--- config.mk ---
export PLATFORM = sky130hd
export DESIGN_NAME = key_press_classifier
export DESIGN_NICKNAME = d
export VERILOG_FILES = /design/src/kpc_pkg.sv /design/src/kpc_update.sv /design/src/key_press_classifier.sv
export SDC_FILE = /design/constraint.sdc
export NUM_CORES = 1
export LEC_CHECK = 0
export ABC_AREA = 0
export BUFFER_PORTS_ARGS = -buffer_cell sky130_fd_sc_hd__buf_2
export CORE_MARGIN = 1
export CORE_UTILIZATION = 64
export CTS_CLUSTER_SIZE = 28
export DETAILED_ROUTE_END_ITERATION = 6
export PLACE_DENSITY = 0.83
export SYNTH_ARGS = -nofsm -noshare
export SYNTH_HDL_FRONTEND = slang
export SYNTH_SLANG_ARGS = --single-unit
--- constraint.sdc ---
create_clock -name clk -period 27.6 [get_ports clk]
set_clock_uncertainty 0.2 [all_clocks]
set_input_delay 5.52 -clock clk [delete_from_list [all_inputs] [get_ports clk]]
set_output_delay 5.52 -clock clk [all_outputs]
set_load 0.005 [all_outputs]
--- src/kpc_pkg.sv ---
// ----------------------------------------------------------------------------
// kpc_pkg
// Shared types, codes and helpers for the key press classifier.
// ----------------------------------------------------------------------------
package kpc_pkg;

	localparam int unsigned TIMER_W = 16;
	localparam int unsigned LIMIT_W = 14;
	localparam int unsigned STEP_W  = 8;
	localparam int unsigned CFG_IDX_W  = 3;
	localparam int unsigned CFG_DATA_W = 14;

	// Event codes
	typedef enum logic [1:0] {
		EV_NONE   = 2'd0,
		EV_SHORT  = 2'd1,
		EV_LONG   = 2'd2,
		EV_DOUBLE = 2'd3
	} ev_t;

	// Request kinds
	typedef enum logic {
		REQ_TICK = 1'b0,
		REQ_READ = 1'b1
	} req_t;

	// Configuration register indexes
	localparam logic [CFG_IDX_W-1:0] CFG_LONG_ENABLE   = 3'd0;
	localparam logic [CFG_IDX_W-1:0] CFG_DOUBLE_ENABLE = 3'd1;
	localparam logic [CFG_IDX_W-1:0] CFG_TICK_STEP     = 3'd2;
	localparam logic [CFG_IDX_W-1:0] CFG_LONG_LIMIT    = 3'd3;
	localparam logic [CFG_IDX_W-1:0] CFG_SHORT_LIMIT   = 3'd4;
	localparam logic [CFG_IDX_W-1:0] CFG_DOUBLE_WINDOW = 3'd5;

	typedef struct packed {
		logic               long_enable;
		logic               double_enable;
		logic [STEP_W-1:0]  tick_step_ms;
		logic [LIMIT_W-1:0] long_limit_ms;
		logic [LIMIT_W-1:0] short_limit_ms;
		logic [LIMIT_W-1:0] double_window_ms;
	} cfg_t;

	typedef struct packed {
		logic                level_now;
		logic                level_before;
		logic [TIMER_W-1:0]  hold_timer;
		logic [TIMER_W-1:0]  window_timer;
		logic                first_click_seen;
		ev_t                 latched_event;
	} state_t;

	// Saturating timer advance
	function automatic logic [TIMER_W-1:0] sat_add(input logic [TIMER_W-1:0] a,
			input logic [STEP_W-1:0] b);
		logic [TIMER_W:0] sum;
		sum = {1'b0, a} + {{(TIMER_W + 1 - STEP_W){1'b0}}, b};
		sat_add = sum[TIMER_W] ? {TIMER_W{1'b1}} : sum[TIMER_W-1:0];
	endfunction

endpackage

--- src/kpc_update.sv ---
// ----------------------------------------------------------------------------
// kpc_update
// Next-state logic for one request: tick with key sample, or read and clear.
// ----------------------------------------------------------------------------
module kpc_update (
	input  kpc_pkg::cfg_t   cfg,
	input  kpc_pkg::state_t cur,
	input  kpc_pkg::req_t   req_type,
	input  logic            key_pressed,
	output kpc_pkg::state_t nxt,
	output kpc_pkg::ev_t    read_event
);

	always_comb begin
		kpc_pkg::state_t        s;
		logic [kpc_pkg::TIMER_W-1:0] long_lim;
		logic [kpc_pkg::TIMER_W-1:0] short_lim;
		logic [kpc_pkg::TIMER_W-1:0] window_lim;
		s          = cur;
		read_event = kpc_pkg::EV_NONE;
		long_lim   = {2'b00, cfg.long_limit_ms};
		short_lim  = {2'b00, cfg.short_limit_ms};
		window_lim = {2'b00, cfg.double_window_ms};

		if (req_type == kpc_pkg::REQ_READ) begin
			// hand out the latched event and clear it
			read_event      = cur.latched_event;
			s.latched_event = kpc_pkg::EV_NONE;
		end else begin
			// shift in the new level
			s.level_before = cur.level_now;
			s.level_now    = key_pressed;

			// restart hold timing on a press edge
			if (!s.level_before && s.level_now && cfg.long_enable) begin
				s.hold_timer = '0;
			end

			// advance hold timer while held
			if (s.level_before && s.level_now && (s.hold_timer <= long_lim) &&
					cfg.long_enable) begin
				s.hold_timer = kpc_pkg::sat_add(s.hold_timer, cfg.tick_step_ms);
			end

			// long press: latch and park the timer above the short limit
			if (s.level_before && (s.hold_timer > long_lim) && cfg.long_enable) begin
				s.latched_event = kpc_pkg::EV_LONG;
				s.hold_timer    = short_lim + 16'd1;
			end

			// short release: report, open a window, or close it as double
			if (s.level_before && !s.level_now && (s.hold_timer <= short_lim)) begin
				if (!cfg.double_enable) begin
					s.latched_event = kpc_pkg::EV_SHORT;
				end else if (!s.first_click_seen) begin
					s.first_click_seen = 1'b1;
					s.window_timer     = '0;
				end else if (s.window_timer <= window_lim) begin
					s.latched_event    = kpc_pkg::EV_DOUBLE;
					s.first_click_seen = 1'b0;
				end
			end

			// run the click window; expiry counts as a single short press
			if (s.first_click_seen) begin
				s.window_timer = kpc_pkg::sat_add(s.window_timer, cfg.tick_step_ms);
				if (s.window_timer > window_lim) begin
					s.latched_event    = kpc_pkg::EV_SHORT;
					s.first_click_seen = 1'b0;
				end
			end
		end
		nxt = s;
	end

endmodule

--- src/key_press_classifier.sv ---
// ----------------------------------------------------------------------------
// key_press_classifier
// Short / long / double press classifier for one button, driven by ticks.
// ----------------------------------------------------------------------------
//  channel  | direction | handshake           | payload
//  s_*      | in        | s_tvalid / s_tready | tdata: key_pressed; tuser: req_type
//  m_*      | out       | m_tvalid / m_tready | tdata: read_event, pending_event
//  cfg_*    | in        | cfg_valid/cfg_ready | cfg_index, cfg_data
//
// One request per cycle while the result is not stalled. An accepted request
// is registered in the input register, then the result register is loaded
// from the update logic.
// arst_n clears config to its defaults, all timers, levels and the latched event.
// A stalled result holds both stages; the input side keeps taking requests
// while the input register is empty or the result moves on.
// cfg_ready is always high; writes take effect at the next edge.
// ----------------------------------------------------------------------------
module key_press_classifier (
	input  logic       clk,
	input  logic       arst_n,
	input  logic       s_tvalid,
	output logic       s_tready,
	input  logic [7:0] s_tdata,   // [0] key_pressed, [7:1] zero
	input  logic [0:0] s_tuser,   // [0] req_type
	output logic       m_tvalid,
	input  logic       m_tready,
	output logic [7:0] m_tdata,   // [1:0] read_event, [3:2] pending_event, [7:4] zero
	input  logic       cfg_valid,
	output logic       cfg_ready,
	input  logic [kpc_pkg::CFG_IDX_W-1:0]  cfg_index,
	input  logic [kpc_pkg::CFG_DATA_W-1:0] cfg_data
);

	kpc_pkg::cfg_t   cfg_q;
	kpc_pkg::state_t state_q;
	kpc_pkg::state_t state_nxt;
	kpc_pkg::ev_t    read_ev;
	kpc_pkg::req_t   req_s1;
	logic            key_s1;
	logic            valid_s1;
	logic            advance;
	logic [3:0]      result_s2;
	logic            valid_s2;

	assign cfg_ready = 1'b1;
	assign advance   = !valid_s2 || m_tready;
	assign s_tready  = !valid_s1 || advance;

	// write configuration registers
	always_ff @(posedge clk or negedge arst_n) begin
		if (!arst_n) begin
			cfg_q.long_enable      <= 1'b1;
			cfg_q.double_enable    <= 1'b0;
			cfg_q.tick_step_ms     <= 8'd20;
			cfg_q.long_limit_ms    <= 14'd800;
			cfg_q.short_limit_ms   <= 14'd200;
			cfg_q.double_window_ms <= 14'd200;
		end else if (cfg_valid && cfg_ready) begin
			unique case (cfg_index)
				kpc_pkg::CFG_LONG_ENABLE:   cfg_q.long_enable      <= cfg_data[0];
				kpc_pkg::CFG_DOUBLE_ENABLE: cfg_q.double_enable    <= cfg_data[0];
				kpc_pkg::CFG_TICK_STEP:     cfg_q.tick_step_ms     <= cfg_data[7:0];
				kpc_pkg::CFG_LONG_LIMIT:    cfg_q.long_limit_ms    <= cfg_data;
				kpc_pkg::CFG_SHORT_LIMIT:   cfg_q.short_limit_ms   <= cfg_data;
				kpc_pkg::CFG_DOUBLE_WINDOW: cfg_q.double_window_ms <= cfg_data;
				default: ;
			endcase
		end
	end

	// capture the request
	always_ff @(posedge clk or negedge arst_n) begin
		if (!arst_n) begin
			valid_s1 <= 1'b0;
		end else if (s_tready) begin
			valid_s1 <= s_tvalid;
		end
	end

	always_ff @(posedge clk) begin
		if (s_tready && s_tvalid) begin
			req_s1 <= kpc_pkg::req_t'(s_tuser[0]);
			key_s1 <= s_tdata[0];
		end
	end

	kpc_update u_update (
		.cfg         (cfg_q),
		.cur         (state_q),
		.req_type    (req_s1),
		.key_pressed (key_s1),
		.nxt         (state_nxt),
		.read_event  (read_ev)
	);

	// commit state and result together
	always_ff @(posedge clk or negedge arst_n) begin
		if (!arst_n) begin
			state_q  <= '0;
			valid_s2 <= 1'b0;
		end else if (advance) begin
			valid_s2 <= valid_s1;
			if (valid_s1) begin
				state_q <= state_nxt;
			end
		end
	end

	always_ff @(posedge clk) begin
		if (advance && valid_s1) begin
			result_s2 <= {state_nxt.latched_event, read_ev};
		end
	end

	assign m_tvalid = valid_s2;
	assign m_tdata  = {4'b0000, result_s2};

`ifndef SYNTHESIS
	// a read leaves nothing pending
	assert property (@(posedge clk) disable iff (!arst_n)
		(valid_s1 && advance && req_s1 == kpc_pkg::REQ_READ)
		|=> (m_tdata[3:2] == kpc_pkg::EV_NONE))
		else $error("pending event not cleared by read");

	// a tick returns no read event
	assert property (@(posedge clk) disable iff (!arst_n)
		(valid_s1 && advance && req_s1 == kpc_pkg::REQ_TICK)
		|=> (m_tdata[1:0] == kpc_pkg::EV_NONE))
		else $error("tick returned a read event");

	// a stalled result freezes the classifier state
	assert property (@(posedge clk) disable iff (!arst_n)
		(m_tvalid && !m_tready) |=> $stable(state_q))
		else $error("state changed while result stalled");
`endif

endmodule
==> impl_metrics.py <==
metrics = {
    "drt": {
        "drt_pass1_iterations": 7,
        "post_drt_wl_per_cell_um": 20.4,
        "routed_via_density": 6.44,
        "dr_total_vias": 6232,
        "drc": 6,
        "detailedRoute.firstIterationViolations": 532,
        "route.antenna.remaining_nets": 0,
        "totalWireLength_um": 19700,
    },
    "timing": {
        "timing.final.hold_violations": 0,
        "maxSlewViolCount": 0,
        "report.final.setup_viol": 0,
        "timing.final.ws_setup_ns": 14.75,
        "period_minus_slack_ns": 12.85,
        "worst_slew_margin_rel": 0.292,
        "tns_ns": 0,
        "max_clock_freq_mhz": 77.8,
        "tightestPinTransition_ns": 1.06,
        "period_utilization": 0.465,
        "setup_repair_after_global_routing_missed_its_margin": "false",
    },
    "yosys": {
        "netlist_instances": 805,
        "synth.distinct_cells": 83,
        "netlist.top_cell.by_area": "sky130_fd_sc_hd__dfrtp_1",
        "synthDominantCellAreaShare": 0.255,
        "synth.yosys.seq_area_share": 0.320,
        "synth.cell_area_um2": 7660,
        "synthMostInstantiatedCell": "sky130_fd_sc_hd__ha_1",
        "yosys-top-cells-count": "sky130_fd_sc_hd__ha_1, sky130_fd_sc_hd__dfrtp_1, sky130_fd_sc_hd__nand2_1",
        "dominantRegCellSynth": "sky130_fd_sc_hd__dfrtp_1",
        "ys_ff_latch": 96,
        "synth-warning-count": 0,
        "edff_count_synth": 6,
        "avgSynthCellArea_um2": 9.51,
        "async_reset_ff_frac": 0.938,
        "synth.area.top_cells": "sky130_fd_sc_hd__dfrtp_1, sky130_fd_sc_hd__ha_1, sky130_fd_sc_hd__mux2_2",
    },
    "setup_path": {
        "arrival_time_reported_for_the_critical_path_endpoint_ns": 12.75,
        "criticalPathCategory": "register to register",
        "worst_path_max_delay_cell": "sky130_fd_sc_hd__nand3_1",
        "worst_endpoint_required_time_ns": 27.50,
        "worstPathMaxFanout": 21,
        "worst_setup_path_end_kind": "register",
        "worst_path_largest_cell_delay_ns": 0.69,
        "worst_setup_path_start_kind": "register",
    },
    "clocking": {
        "post-cts-setup-buffer-count": 0,
        "cts_tree": "yes",
        "clkSlewWorstSetupHoldPaths_ns": 0.07,
        "cts_buffer_count": 9,
        "clk_latency_ns": 0.36,
        "clock_tree.buffer_depth": 2,
        "clock-root-buffer": "sky130_fd_sc_hd__clkbuf_16",
        "clock_sink_count": 96,
        "h-tree-depth": 3,
        "hold_buffers": 0,
        "cts-resized-gates": 0,
    },
    "outcome": {
        "status": "finished, violations left",
        "violations": "design-rule violations",
    },
    "power_and_ir_drop": {
        "p_per_area_nw_per_um2": 82.9,
        "vdd.ir_drop.worst_uv": 59.4,
        "total_leakage_power_nw": 3.90,
    },
    "place": {
        "dp_hpwl_um": 15100,
        "numPlacedInstances": 951,
        "dpl_worst_slack_ns": 15.06,
        "globalplace.congestion": 0.978,
        "placement.io_buffers": 29,
    },
    "global_route": {
        "largest_net_degree_at_the_start_of_global_routing": 57,
        "initial_antenna_violation_count": 0,
        "first_global_vias": 6046,
        "global_route.overflow_total": 0,
        "overall_routing_resource_usage": 0.333,
        "grt_pass1_wl_um": 32000,
    },
    "hold_path": {
        "worstHoldPathType": "register to register",
    },
    "cells_and_area": {
        "antenna_cells_inserted": 0,
        "flow.area_growth_from_synthesis_pct": 6.70,
        "finalNetCount": 935,
        "final_layout_size_suffix_gt1_frac": 0.192,
        "filler_cell_count": 873,
        "filler_free_cell_count_of_the_finished_design": 967,
    },
    "floorplan": {
        "floorplan.rows": 39,
        "die_area_um2": 12400,
        "chipHeight_um": 111,
        "pin_count": 42,
        "core_area_um2": 11500,
        "initial_core_util": 0.665,
        "die_w_um": 111,
    },
    "job": {
        "max-cap-violations": 0,
    },
}
==> cells in the final DEF, fill, tap and decap left out, types with 4 or more instances in the layout <==
cell type / instances
sky130_fd_sc_hd__o211ai_1: 5
sky130_fd_sc_hd__dfrtp_1: 78
sky130_fd_sc_hd__clkbuf_16: 10
sky130_fd_sc_hd__conb_1: 5
sky130_fd_sc_hd__mux2_4: 12
sky130_fd_sc_hd__and2_1: 21
sky130_fd_sc_hd__nand2_1: 71
sky130_fd_sc_hd__nand4b_1: 4
sky130_fd_sc_hd__dfstp_2: 12
sky130_fd_sc_hd__inv_1: 63
sky130_fd_sc_hd__o21a_1: 10
sky130_fd_sc_hd__a211o_1: 7
sky130_fd_sc_hd__buf_2: 28
sky130_fd_sc_hd__edfxtp_1: 6
sky130_fd_sc_hd__a31oi_1: 14
sky130_fd_sc_hd__mux2_2: 55
sky130_fd_sc_hd__nand3_1: 17
sky130_fd_sc_hd__xor2_1: 10
sky130_fd_sc_hd__o31ai_1: 7
sky130_fd_sc_hd__ha_1: 84
sky130_fd_sc_hd__nor4_1: 5
sky130_fd_sc_hd__o211a_1: 4
sky130_fd_sc_hd__xnor2_1: 23
sky130_fd_sc_hd__buf_4: 6
sky130_fd_sc_hd__and3_1: 11
sky130_fd_sc_hd__a211oi_1: 9
sky130_fd_sc_hd__o21ai_0: 36
sky130_fd_sc_hd__nand2b_1: 11
sky130_fd_sc_hd__o21bai_1: 5
sky130_fd_sc_hd__nor2b_1: 9
sky130_fd_sc_hd__nor3_1: 14
sky130_fd_sc_hd__nor2_1: 35
sky130_fd_sc_hd__a21o_1: 7
sky130_fd_sc_hd__nand4_1: 14
sky130_fd_sc_hd__a21oi_1: 40
==> layer usage <==
metal,track usage,vias up,wire [µm]
met3,0.0588,43,1370
met2,0.508,236,8860
met5,0,-,0
met4,0.158,0,770
met1,0.461,3024,8740
li1,-,2929,-
==> sequential cells by signal, indices dropped and copies added (netlist names) <==
name	flops
cfg_q	52
key_s1	1
state_q	36
valid_s1	1
m_tvalid	1
result_s2	4
req_s1	1
==> worst paths after layout <==
path | start | endpoint | slack (ns) | cells past startpoint
worst max-delay path | state_q[36] | result_s2[2] | 14.75 | 42
worst min-delay path | valid_s1 | m_tvalid | 0.30 | 1
worst max register to register | state_q[36] | result_s2[2] | 14.75 | 42
worst min register to register | valid_s1 | m_tvalid | 0.30 | 1
max in group asynchronous | arst_n | state_q[16] | 21.20 | 2
min in group asynchronous | arst_n | cfg_q[49] | 4.91 | 1
==> worst max-delay path: cells and delay by family, from the launching register on <==
kind                       cells  cell delay [ns]
AOI/OAI and AO/OA             21             5.44
buffers and inverters          1             0.06
adders and majority gates      5             1.65
DFF                            1             0.54
muxes                          2             0.82
and+or+nand+nor               13             3.87
==> logic make-up (layout without fill, tap and decap cells) <==
family	Yosys count	count (layout)	share of synthesized area
flip-flops	96	96	0.320
other	2	5	0.000981
adder cells (fa/ha/maj)	85	85	0.140
multiplexers	70	70	0.108
AND/OR/NAND/NOR	237	237	0.166
XOR/XNOR	33	33	0.0377
AO/OA/AOI/OAI	185	185	0.172
buffers and inverters	97	113	0.0554
==> where the power goes <==
group | internal (W) | switching (W)
Clock | 0.0000714 | 0.0000604
Sequential | 0.000176 | 0.0000318
Combinational | 0.000150 | 0.000187
==> per-stage QoR <==
| step | hold slack, ns | utilization | total power, W | instance area (µm²) |
|---|---|---|---|---|
| after global routing | 0.319 | 0.709 | 0.000729 | 8170 |
| final | 0.300 | 0.709 | 0.000677 | 8170 |
| after detailed placement | 0.289 | 0.682 | 0.000538 | 7860 |
| after CTS | 0.305 | 0.709 | 0.000674 | 8170 |
| after global placement | 0.273 | 0.682 | 0.000527 | 7860 |
| after floorplan | 0.255 | - | 0.000453 | 7670 |
==> cell type report <==
type / instances / area [µm²] / area share
Clock inverter: 5 / 50.0 / 0.00613
Clock buffer: 11 / 264 / 0.0323
Multi-Input combinational cell: 615 / 4810 / 0.589
Inverter: 63 / 236 / 0.0289
Tap cell: 143 / 179 / 0.0219
Timing Repair Buffer: 34 / 185 / 0.0227
Sequential cell: 96 / 2450 / 0.300
Note: power is estimated with default switching activity, not from simulation.
